### config.mk
export PLATFORM = sky130hd
export DESIGN_NAME = bubble_sort_block_core_flat
export DESIGN_NICKNAME = d
export VERILOG_FILES = /design/src/rtl/bsb_pkg.sv /design/src/rtl/bsb_in_if.sv /design/src/rtl/bsb_out_if.sv /design/src/rtl/bubble_sort_block_core.sv /design/src/rtl/bsb_ram.sv /design/src/rtl/bsb_ctrl.sv /design/src/rtl/bsb_dp.sv /design/src/flat_wrapper.sv
export SDC_FILE = /design/constraint.sdc
export NUM_CORES = 2
export LEC_CHECK = 0
export ABC_CLOCK_PERIOD_IN_PS = 12300
export BUFFER_PORTS_ARGS = -buffer_cell sky130_fd_sc_hd__buf_2
export CAP_MARGIN = 10
export CELL_PAD_IN_SITES_DETAIL_PLACEMENT = 0
export CELL_PAD_IN_SITES_GLOBAL_PLACEMENT = 1
export CORE_AREA = 2 2 469 471
export CTS_CLUSTER_DIAMETER = 150
export CTS_CLUSTER_SIZE = 24
export DETAILED_ROUTE_END_ITERATION = 8
export DIE_AREA = 0 0 471 473
export HOLD_SLACK_MARGIN = 0.05
export PLACE_DENSITY = 0.61
export SLEW_MARGIN = 20
export SYNTH_ARGS = -nofsm -noshare
export SYNTH_HDL_FRONTEND = slang
export SYNTH_HIERARCHICAL = 1
export SYNTH_SLANG_ARGS = --single-unit
### constraint.sdc
create_clock -name clk -period 12.3 [get_ports clk]
set_clock_uncertainty 0.1 [all_clocks]
set_input_delay 2.46 -clock clk [delete_from_list [all_inputs] [get_ports clk]]
set_output_delay 2.46 -clock clk [all_outputs]
set_load 0.01 [all_outputs]
### src/rtl/bsb_pkg.sv
// Package of the bubble sort block: sizes, controller states and the
// command and status structs between controller and datapath. No dependencies.
package bsb_pkg;

  localparam int MAX_ITEMS = 64;
  localparam int VAL_W     = 32;
  localparam int ADDR_W    = $clog2(MAX_ITEMS);
  localparam int CNT_W     = $clog2(MAX_ITEMS + 1);

  typedef enum logic [2:0] {
    S_LOAD,
    S_SORT_START,
    S_SORT_FIRST,
    S_SORT_RUN,
    S_SORT_TAIL,
    S_EMIT_RD,
    S_EMIT_LOAD
  } state_t;

  typedef struct packed {
    logic idle;
    logic load_wr;
    logic sort_start;
    logic sort_first;
    logic sort_step;
    logic sort_tail;
    logic emit_rd;
    logic emit_load;
  } cmd_t;

  typedef struct packed {
    logic count_nz;
    logic step_last;
    logic pass_last;
    logic out_free;
  } sts_t;

endpackage

### src/rtl/bsb_in_if.sv
// Input channel of the bubble sort block: valid/ready plus one element.
// Depends on bsb_pkg.
interface bsb_in_if;
  logic                             valid;
  logic                             ready;
  logic signed [bsb_pkg::VAL_W-1:0] value;
  logic                             last;

  modport source (output valid, output value, output last, input ready);
  modport sink   (input valid, input value, input last, output ready);
endinterface

### src/rtl/bsb_out_if.sv
// Result channel of the bubble sort block: valid/ready plus one sorted element.
// Depends on bsb_pkg.
interface bsb_out_if;
  logic                             valid;
  logic                             ready;
  logic signed [bsb_pkg::VAL_W-1:0] sorted_value;
  logic                             end_of_run;
  logic                             dropped;

  modport source (output valid, output sorted_value, output end_of_run, output dropped,
                  input ready);
  modport sink   (input valid, input sorted_value, input end_of_run, input dropped,
                  output ready);
endinterface

### src/rtl/bubble_sort_block_core.sv
// Top level of the bubble sort block: joins controller and datapath to the
// input and result channels. Depends on bsb_pkg, bsb_in_if, bsb_out_if,
// bsb_ctrl and bsb_dp.
//
// Use: send the elements of a set on in_ch, one signed 32-bit value per item,
// and mark the final one with last. Elements are taken one per cycle and
// written to a 64-entry RAM; elements beyond 64 are discarded and the run is
// flagged dropped. The last item starts the sort; in_ch.ready stays low until
// the final result has been loaded into the output register.
// Sort: n-1 passes over the n stored elements in the RAM, one compare-and-swap
// per cycle through a single read and a single write port; each pass runs
// S_SORT_START, S_SORT_FIRST, S_SORT_RUN, S_SORT_TAIL (none for one element).
// Emit: results leave on out_ch in ascending order, end_of_run on the largest;
// each is read from the RAM in S_EMIT_RD once the output register is free,
// loaded into it in S_EMIT_LOAD and held there while the receiver stalls.
// A new set may be loaded while the final result of the previous run waits.
// Reset (rst_n low, synchronous) empties the store and clears the flags.
module bubble_sort_block_core (
  input  logic      clk,
  input  logic      rst_n,
  bsb_in_if.sink    in_ch,
  bsb_out_if.source out_ch
);
  import bsb_pkg::*;

  cmd_t cmd;
  sts_t sts;

  bsb_ctrl u_ctrl (
    .clk      (clk),
    .rst_n    (rst_n),
    .in_valid (in_ch.valid),
    .in_last  (in_ch.last),
    .in_ready (in_ch.ready),
    .sts      (sts),
    .cmd      (cmd)
  );

  bsb_dp u_dp (
    .clk              (clk),
    .rst_n            (rst_n),
    .cmd              (cmd),
    .sts              (sts),
    .in_value         (in_ch.value),
    .out_valid        (out_ch.valid),
    .out_ready        (out_ch.ready),
    .out_sorted_value (out_ch.sorted_value),
    .out_end_of_run   (out_ch.end_of_run),
    .out_dropped      (out_ch.dropped)
  );

endmodule

### src/rtl/bsb_ram.sv
// Generic single-write, single-read RAM with registered read data.
// No dependencies.
module bsb_ram #(
  parameter int WIDTH = 32,
  parameter int DEPTH = 64
) (
  input  logic                     clk,
  input  logic                     wr_en,
  input  logic [$clog2(DEPTH)-1:0] wr_addr,
  input  logic [WIDTH-1:0]         wr_data,
  input  logic [$clog2(DEPTH)-1:0] rd_addr,
  output logic [WIDTH-1:0]         rd_data
);

  logic [WIDTH-1:0] mem [DEPTH];

  always_ff @(posedge clk) begin
    if (wr_en) begin
      mem[wr_addr] <= wr_data;
    end
    rd_data <= mem[rd_addr];
  end

endmodule

### src/rtl/bsb_ctrl.sv
// Controller of the bubble sort block: load, sort-pass and emit sequencing.
// Depends on bsb_pkg; drives the datapath through cmd_t, reads sts_t.
module bsb_ctrl (
  input  logic           clk,
  input  logic           rst_n,
  input  logic           in_valid,
  input  logic           in_last,
  output logic           in_ready,
  input  bsb_pkg::sts_t  sts,
  output bsb_pkg::cmd_t  cmd
);
  import bsb_pkg::*;

  state_t state_r, state_nxt;

  always_ff @(posedge clk) begin
    if (!rst_n) begin
      state_r <= S_LOAD;
    end else begin
      state_r <= state_nxt;
    end
  end

  always_comb begin
    state_nxt = state_r;
    unique case (state_r)
      S_LOAD: begin
        if (in_valid && in_last) begin
          state_nxt = sts.count_nz ? S_SORT_START : S_EMIT_RD;
        end
      end
      S_SORT_START: state_nxt = S_SORT_FIRST;
      S_SORT_FIRST: state_nxt = S_SORT_RUN;
      S_SORT_RUN: begin
        if (sts.step_last) begin
          state_nxt = S_SORT_TAIL;
        end
      end
      S_SORT_TAIL: state_nxt = sts.pass_last ? S_EMIT_RD : S_SORT_START;
      S_EMIT_RD: begin
        if (sts.out_free) begin
          state_nxt = S_EMIT_LOAD;
        end
      end
      S_EMIT_LOAD: state_nxt = sts.step_last ? S_LOAD : S_EMIT_RD;
      default: state_nxt = S_LOAD;
    endcase
  end

  always_comb begin
    cmd      = '0;
    in_ready = 1'b0;
    unique case (state_r)
      S_LOAD: begin
        in_ready    = 1'b1;
        cmd.idle    = 1'b1;
        cmd.load_wr = in_valid;
      end
      S_SORT_START: cmd.sort_start = 1'b1;
      S_SORT_FIRST: cmd.sort_first = 1'b1;
      S_SORT_RUN:   cmd.sort_step  = 1'b1;
      S_SORT_TAIL:  cmd.sort_tail  = 1'b1;
      S_EMIT_RD:    cmd.emit_rd    = sts.out_free;
      S_EMIT_LOAD:  cmd.emit_load  = 1'b1;
      default:      cmd          = '0;
    endcase
  end

endmodule

### src/rtl/bsb_dp.sv
// Datapath of the bubble sort block: element RAM, count, carry register,
// index and pass counters, output register. Depends on bsb_pkg and bsb_ram.
module bsb_dp (
  input  logic                             clk,
  input  logic                             rst_n,
  input  bsb_pkg::cmd_t                    cmd,
  output bsb_pkg::sts_t                    sts,
  input  logic signed [bsb_pkg::VAL_W-1:0] in_value,
  output logic                             out_valid,
  input  logic                             out_ready,
  output logic signed [bsb_pkg::VAL_W-1:0] out_sorted_value,
  output logic                             out_end_of_run,
  output logic                             out_dropped
);
  import bsb_pkg::*;

  logic [CNT_W-1:0]         count_r, count_nxt;
  logic                     ovf_r, ovf_nxt;
  logic [ADDR_W-1:0]        idx_r, idx_nxt;
  logic [CNT_W-1:0]         pass_r, pass_nxt;
  logic signed [VAL_W-1:0]  carry_r, carry_nxt;
  logic                     out_valid_r, out_valid_nxt;
  logic signed [VAL_W-1:0]  out_value_r;
  logic                     out_end_r;
  logic                     out_drop_r;

  logic                     wr_en;
  logic [ADDR_W-1:0]        wr_addr;
  logic [VAL_W-1:0]         wr_data;
  logic [ADDR_W-1:0]        rd_addr;
  logic [VAL_W-1:0]         rd_raw;
  logic signed [VAL_W-1:0]  rd_data;
  logic                     not_full;
  logic                     carry_gt;
  logic                     idx_last;

  bsb_ram #(
    .WIDTH (VAL_W),
    .DEPTH (MAX_ITEMS)
  ) u_ram (
    .clk     (clk),
    .wr_en   (wr_en),
    .wr_addr (wr_addr),
    .wr_data (wr_data),
    .rd_addr (rd_addr),
    .rd_data (rd_raw)
  );

  assign rd_data  = $signed(rd_raw);
  assign not_full = (count_r < CNT_W'(MAX_ITEMS));
  assign carry_gt = (carry_r > rd_data);
  assign idx_last = ((CNT_W'(idx_r) + CNT_W'(1)) == count_r);

  assign sts.count_nz  = (count_r != '0);
  assign sts.step_last = idx_last;
  assign sts.pass_last = ((pass_r + CNT_W'(2)) == count_r);
  assign sts.out_free  = !out_valid_r || out_ready;

  always_comb begin
    wr_en   = 1'b0;
    wr_addr = count_r[ADDR_W-1:0];
    wr_data = in_value;
    rd_addr = idx_r;
    priority if (cmd.load_wr) begin
      wr_en = not_full;
    end else if (cmd.sort_step) begin
      wr_en   = 1'b1;
      wr_addr = idx_r - ADDR_W'(1);
      wr_data = carry_gt ? rd_data : carry_r;
      rd_addr = idx_r + ADDR_W'(1);
    end else if (cmd.sort_tail) begin
      wr_en   = 1'b1;
      wr_addr = ADDR_W'(count_r - CNT_W'(1));
      wr_data = carry_r;
    end else if (cmd.sort_start) begin
      rd_addr = '0;
    end else if (cmd.sort_first) begin
      rd_addr = ADDR_W'(1);
    end else begin
      rd_addr = idx_r;
    end
  end

  always_comb begin
    count_nxt     = count_r;
    ovf_nxt       = ovf_r;
    idx_nxt       = idx_r;
    pass_nxt      = pass_r;
    carry_nxt     = carry_r;
    out_valid_nxt = out_valid_r && !out_ready;
    if (cmd.idle) begin
      idx_nxt  = '0;
      pass_nxt = '0;
    end
    if (cmd.load_wr) begin
      if (not_full) begin
        count_nxt = count_r + CNT_W'(1);
      end else begin
        ovf_nxt = 1'b1;
      end
    end
    if (cmd.sort_first) begin
      carry_nxt = rd_data;
      idx_nxt   = ADDR_W'(1);
    end
    if (cmd.sort_step) begin
      carry_nxt = carry_gt ? carry_r : rd_data;
      idx_nxt   = idx_r + ADDR_W'(1);
    end
    if (cmd.sort_tail) begin
      idx_nxt  = '0;
      pass_nxt = pass_r + CNT_W'(1);
    end
    if (cmd.emit_load) begin
      out_valid_nxt = 1'b1;
      idx_nxt       = idx_r + ADDR_W'(1);
      if (idx_last) begin
        count_nxt = '0;
        ovf_nxt   = 1'b0;
      end
    end
  end

  always_ff @(posedge clk) begin
    if (!rst_n) begin
      count_r     <= '0;
      ovf_r       <= 1'b0;
      idx_r       <= '0;
      pass_r      <= '0;
      out_valid_r <= 1'b0;
    end else begin
      count_r     <= count_nxt;
      ovf_r       <= ovf_nxt;
      idx_r       <= idx_nxt;
      pass_r      <= pass_nxt;
      out_valid_r <= out_valid_nxt;
    end
  end

  always_ff @(posedge clk) begin
    carry_r <= carry_nxt;
    if (cmd.emit_load) begin
      out_value_r <= rd_data;
      out_end_r   <= idx_last;
      out_drop_r  <= ovf_r;
    end
  end

  assign out_valid        = out_valid_r;
  assign out_sorted_value = out_value_r;
  assign out_end_of_run   = out_end_r;
  assign out_dropped      = out_drop_r;

endmodule

### src/flat_wrapper.sv
// flat-port wrapper written by rule: the top's interface ports become plain ports
module bubble_sort_block_core_flat import bsb_pkg::*;
  (clk, rst_n, in_ch_valid, in_ch_value, in_ch_last, in_ch_ready, out_ch_valid, out_ch_sorted_value, out_ch_end_of_run, out_ch_dropped, out_ch_ready);
  bsb_in_if in_ch_i ();
  bsb_out_if out_ch_i ();
  input  logic clk;
  input  logic rst_n;
  input wire logic [$bits(in_ch_i.valid)-1:0] in_ch_valid;
  input wire logic [$bits(in_ch_i.value)-1:0] in_ch_value;
  input wire logic [$bits(in_ch_i.last)-1:0] in_ch_last;
  output wire logic [$bits(in_ch_i.ready)-1:0] in_ch_ready;
  output wire logic [$bits(out_ch_i.valid)-1:0] out_ch_valid;
  output wire logic [$bits(out_ch_i.sorted_value)-1:0] out_ch_sorted_value;
  output wire logic [$bits(out_ch_i.end_of_run)-1:0] out_ch_end_of_run;
  output wire logic [$bits(out_ch_i.dropped)-1:0] out_ch_dropped;
  input wire logic [$bits(out_ch_i.ready)-1:0] out_ch_ready;
  assign in_ch_i.valid = in_ch_valid;
  assign in_ch_i.value = in_ch_value;
  assign in_ch_i.last = in_ch_last;
  assign in_ch_ready = in_ch_i.ready;
  assign out_ch_valid = out_ch_i.valid;
  assign out_ch_sorted_value = out_ch_i.sorted_value;
  assign out_ch_end_of_run = out_ch_i.end_of_run;
  assign out_ch_dropped = out_ch_i.dropped;
  assign out_ch_i.ready = out_ch_ready;
  bubble_sort_block_core u_core (.clk(clk), .rst_n(rst_n), .in_ch(in_ch_i), .out_ch(out_ch_i));
endmodule
Yosys cells after proc, flatten, opt, wreduce, memory -nomap -nowiden:

Memory sizes are Yosys's and may differ from the RTL's. A register that Yosys moved wholly into a read port is not among the register bits.
Cells that the tools add are included.

* $add $sub $neg: 7
* magnitude comparators: 2
* equality and inequality tests: 12
* muxes and demuxes: 50
* reduce and logical (&&, ||, !) cells: 12

Operator list (count)
* $mux 32: 7
* $mux 6: 13
* $mux 7: 6
* $gt 32x32->1: 1
* $pmux 3 s7: 1
* $mux 3: 6
* $mux 1: 16
* $add 7x1->7 const B: 2
* $eq 7x7->1: 2
* $sub 6x1->6 const B: 2
* $eq 3x3->1 const B: 3
* $add 6x1->7 const B: 1
* $add 7x2->7 const B: 1
* $lt 7x7->1 const B: 1
* $reduce_bool 7->1: 1
* $add 6x1->6 const B: 1
* $eq 3x2->1 const B: 2
* $ne 2x2->1 const B: 3
* $reduce_bool 5->1: 1
* $reduce_bool 2->1: 2
* $eq 3x1->1 const B: 1
* $logic_not 3->1: 1
* $reduce_and 3->1: 1
* $logic_and 1x1->1: 2
* other kinds (5): 6

* register bits after elaboration: 91
* bits in writable memories: 2048
* bits of input ports: 37
* word-level logic and storage cells: 94
* memories: 1

Memory list
* u_core.u_dp.u_ram.mem: depth 64, width 32, read ports 1, clocked after Yosys merged registers in 1, wr ports 1, RTL line bsb_ram.sv:15 `logic [WIDTH-1:0] mem [DEPTH];`

Longest topological paths before layout:

* depth in word-level cells: 7
* gate-level depth with buffers: 19
* depth with buffers taken out: 12

Modules after synthesis:

The synthesis kept the hierarchy.

Modules (own cells, without submodules)
* bsb_ram: times used 1, cells an instance 3324, area each 78515.3 um2
* bsb_dp: times used 1, cells an instance 617, area each 5848.1 um2
* bsb_ctrl: times used 1, cells an instance 41, area each 305.3 um2

Worst setup path before layout:

No wires, ideal clock.

* path type: input to register
* from: in in_ch_valid
* to: mem u_core.u_dp.u_ram.mem[0][23], data pin
* library setup time: 727 ps
* arrival: 6156 ps
* required time: 11473 ps
* slack: 5317 ps
* stages on the path: 6
* buffers on the path: 3
* path through: and2_1 -> clkbuf_1 -> nand2b_1 -> clkbuf_1 -> clkbuf_1 -> o311ai_1

* longest elaborated chain between the ends: 2

Ends and longest elaborated chain
* start, declared: RTL line flat_wrapper.sv:8 `input wire logic [$bits(in_ch_i.valid)-1:0] in_ch_valid;`
* $mux 2: RTL line bsb_ctrl.sv:53 `unique case (state_r)`
* $mux 32: RTL line bsb_dp.sv:64 `priority if (cmd.load_wr) begin`
* via u_core.u_dp.wr_data[23]: RTL line bsb_dp.sv:29 `logic [VAL_W-1:0] wr_data;`
* end, declared: RTL line bsb_ram.sv:15

The timed path passes the listed nets, and every way through them passes these cells.

==> results.sh <==
export IMPL_status="finished, final reports clean"
export IMPL_routed_via_count=40950
export IMPL_peakVddDrop_v=0.0002357
export IMPL_clkTransAtPathRegs_ns=0.10
export IMPL_cts_hold_buffers=0
export IMPL_antenna_found_initial=9
export IMPL_synth_fp_nets=4057
export IMPL_fmax_mhz=146.1
export IMPL_io_buffer_count=72
export IMPL_wire_per_inst_um=32.50
export IMPL_grt_busiest_layer="met2"
export IMPL_tightest_slew_ns=1.132
export IMPL_drc=0
export IMPL_grt_max_degree=98
export IMPL_placed_area_um2=89650
export IMPL_clk_latency_ns=0.80
export IMPL_maxCapViolations=0
export IMPL_r2r_cells=13
export IMPL_crit_start="in_ch_valid"
export IMPL_max_slew_margin_pct=24.53
export IMPL_fin_crit_ns=6.843
export IMPL_viasPerCell=5.848
export IMPL_routed_wirelength_um=227500
export IMPL_yosysWarningCount=6
export IMPL_arrival_ns=7.43
export IMPL_path_buf_inv=4
export IMPL_grt_ovfl_total=0
export IMPL_drt_initial_drc_count=5093
export IMPL_grtUsageMet3_pct=2.554
export IMPL_syn_inst=3981
export IMPL_setup_viol=0
export IMPL_hold_depth=0
export IMPL_critPathTopFamily="buffers and inverters"
export IMPL_fin_ws_ns=5.457
export IMPL_firstDrtPassIters=6
export IMPL_place_ws_ns=4.636
export IMPL_cp_common_cell="buf_4"
export IMPL_grt_pass1_wl_um=319600
export IMPL_fin_util_pct=42.40
export IMPL_coreArea_um2=218200
export IMPL_post_route_period_util_pct=55.64
export IMPL_slew_violations=0
export IMPL_grt_usage_pct=20.25
export IMPL_cts_setup_buffers=0
export IMPL_setup_worst_path_end_class="register"
export IMPL_drive_gt1_share_pct=24.00
export IMPL_ant_nets=0
export IMPL_rr_endpoint="u_core/u_dp/u_ram/rd_data[10]$_DFF_P_"
export IMPL_crit_path_top_delay_cell="a21oi_1"
export IMPL_dieArea_um2=222800
export IMPL_design_area_um2=92520
export IMPL_pin_count=73
export IMPL_syn_area_per_cell_um2=21.27
export IMPL_rows=172
export IMPL_hpwl_um=123800
export IMPL_fin_setup_tns_ns=0
export IMPL_use_met1_pct=29.37
export IMPL_crit_path_cell_trace="buf_2 > and2_2 > buf_4 > nand2b_4 > o21ai_4 > buf_4 > buf_4 > nand3b_1 > o221ai_1 > a21oi_1 > a21oi_1 > nor2_1"
export IMPL_p_leak_nw=27.22
export IMPL_power_density_nw_per_um2=212.2
export IMPL_syn2layout_area_growth_pct=9.285
export IMPL_hold_start="u_core/u_dp/ovf_r$_SDFF_PN0_"
export IMPL_cts_tree="yes"
export IMPL_regToRegSetupSlack_ns=6.14
export IMPL_cts_sink_count=2171
export IMPL_die_h_um=473
export IMPL_worstSetupEndpoint="u_core/u_dp/u_ram/rd_data[10]$_DFF_P_"
export IMPL_use_met2_pct=32.78
export IMPL_required_ns=12.89
export IMPL_fillerInstances=18800
export IMPL_path_class="in -> reg"
export IMPL_ctsResizeCount=0
export IMPL_htree_num_levels=3
export IMPL_gp_congestion=0.8109
export IMPL_cts_root_buf="clkbuf_16"
export IMPL_start_util_pct=38.80
export IMPL_crit_path_start_kind="primary input"
export IMPL_rsz0062_at_grt="false"
export IMPL_cts_buffers=100
export IMPL_cts_buffer_depth=3
export IMPL_grt_pass1_vias=40820
export IMPL_cp_num_cells=12
export IMPL_worstPathMaxFanout=53
export IMPL_register_area_um2=64620
export IMPL_hold_viol=0
export IMPL_nets=4135
export IMPL_hold_class="reg -> reg"
export IMPL_multi_input_area_um2=19700
export IMPL_die_w_um=471
export IMPL_cpPeakStageDelay_ns=0.86
export IMPL_synth_cell_area_um2=84660
export IMPL_reg2reg_from="u_core/u_ctrl/state_r[0]$_SDFFE_PN0P_"
==> area by class of cell <==
cell class / count / share of cell area [%]
Antenna cell: 6 / 0.01623
Clock buffer: 162 / 3.002
Clock inverter: 6 / 0.07302
Inverter: 44 / 0.1812
Multi-Input combinational cell: 1529 / 21.29
Sequential cell: 2171 / 69.84
Tap cell: 2871 / 3.882
Timing Repair Buffer: 213 / 1.709
==> report_power, final <==
part           internal [mW]  total [mW]  switching, mW
sequential              9.52        9.80          0.284
clock                   1.57        3.81           2.25
combinational           2.09        6.01           3.93
==> worst register-to-register path, cell delays in order (launching register included) <==
cell	delay, ns
dfxtp_1	0.49
nor3_2	0.52
and2_2	0.23
buf_4	0.54
o21bai_1	0.35
nand2_1	0.16
o21ai_4	0.09
buf_4	0.63
buf_4	0.77
nand3b_1	0.54
o221ai_1	0.21
a21oi_1	0.86
a21oi_1	0.38
nor2_1	0.20
==> layout by cell type, fill, tap and decap left out, drive strengths merged, types with 3 or more instances in the layout <==
master and instances:
o32ai 5, nor4 4, a22oi 47, buf 213, or2 4, inv 48
edfxtp 2114, a21oi 129, nand4 48, nand2 57, diode 6, or3 4
or3b 6, nor2 212, a41o 4, o22ai 84, nor2b 20, a31oi 6
mux4 544, o21ai 18, xnor2 14, clkbuf 162, and2 8, o221ai 28
o31ai 3, nor3 16, ha 39, xor2 11, o211ai 4, dfxtp 57
o311ai 31, a311oi 10, a21o 7, nand3b 7, and3 7, mux2i 96
nand3 18, nand2b 17
==> metrics by stage <==
stage	hold WS (ns)	std cells	power (mW)
floorplan	0.3090	3981	13.70
global placement	0.3208	6827	16.00
detailed placement	0.3284	6828	16.07
CTS	0.3561	6996	19.82
global route	0.3707	6996	20.40
finish	0.3495	7002	19.63
==> worst min-delay path by stage <==
stage	to	slack (ns)
floorplan	u_core/u_dp/out_dropped$_DFFE_PP_	0.31
global placement	u_core/u_dp/out_dropped$_DFFE_PP_	0.32
detailed placement	u_core/u_dp/out_dropped$_DFFE_PP_	0.33
CTS	u_core/u_dp/out_dropped$_DFFE_PP_	0.36
global route	u_core/u_dp/out_dropped$_DFFE_PP_	0.37
finish	u_core/u_dp/out_dropped$_DFFE_PP_	0.35
==> flip-flops by register name, indices dropped and copies added, names as in the netlist <==
name                          count
u_core/u_dp/out_end_of_run        1
u_core/u_dp/out_valid             1
u_core/u_ctrl/state_r             3
u_core/u_dp/u_ram/mem          2048
u_core/u_dp/carry_r              32
u_core/u_dp/idx_r                 6
u_core/u_dp/out_dropped           1
u_core/u_dp/u_ram/rd_data        32
u_core/u_dp/ovf_r                 1
u_core/u_dp/count_r               7
u_core/u_dp/pass_r                7
u_core/u_dp/out_sorted_value     32
==> layer usage <==
metal | vias to the layer above | part of all wire, %
li1 | 16750 | -
met1 | 22580 | 43
met2 | 1416 | 48
met3 | 206 | 6.5
met4 | 2 | 2.3
met5 | - | 0.0053
Note: power is estimated with default switching activity, not from simulation.
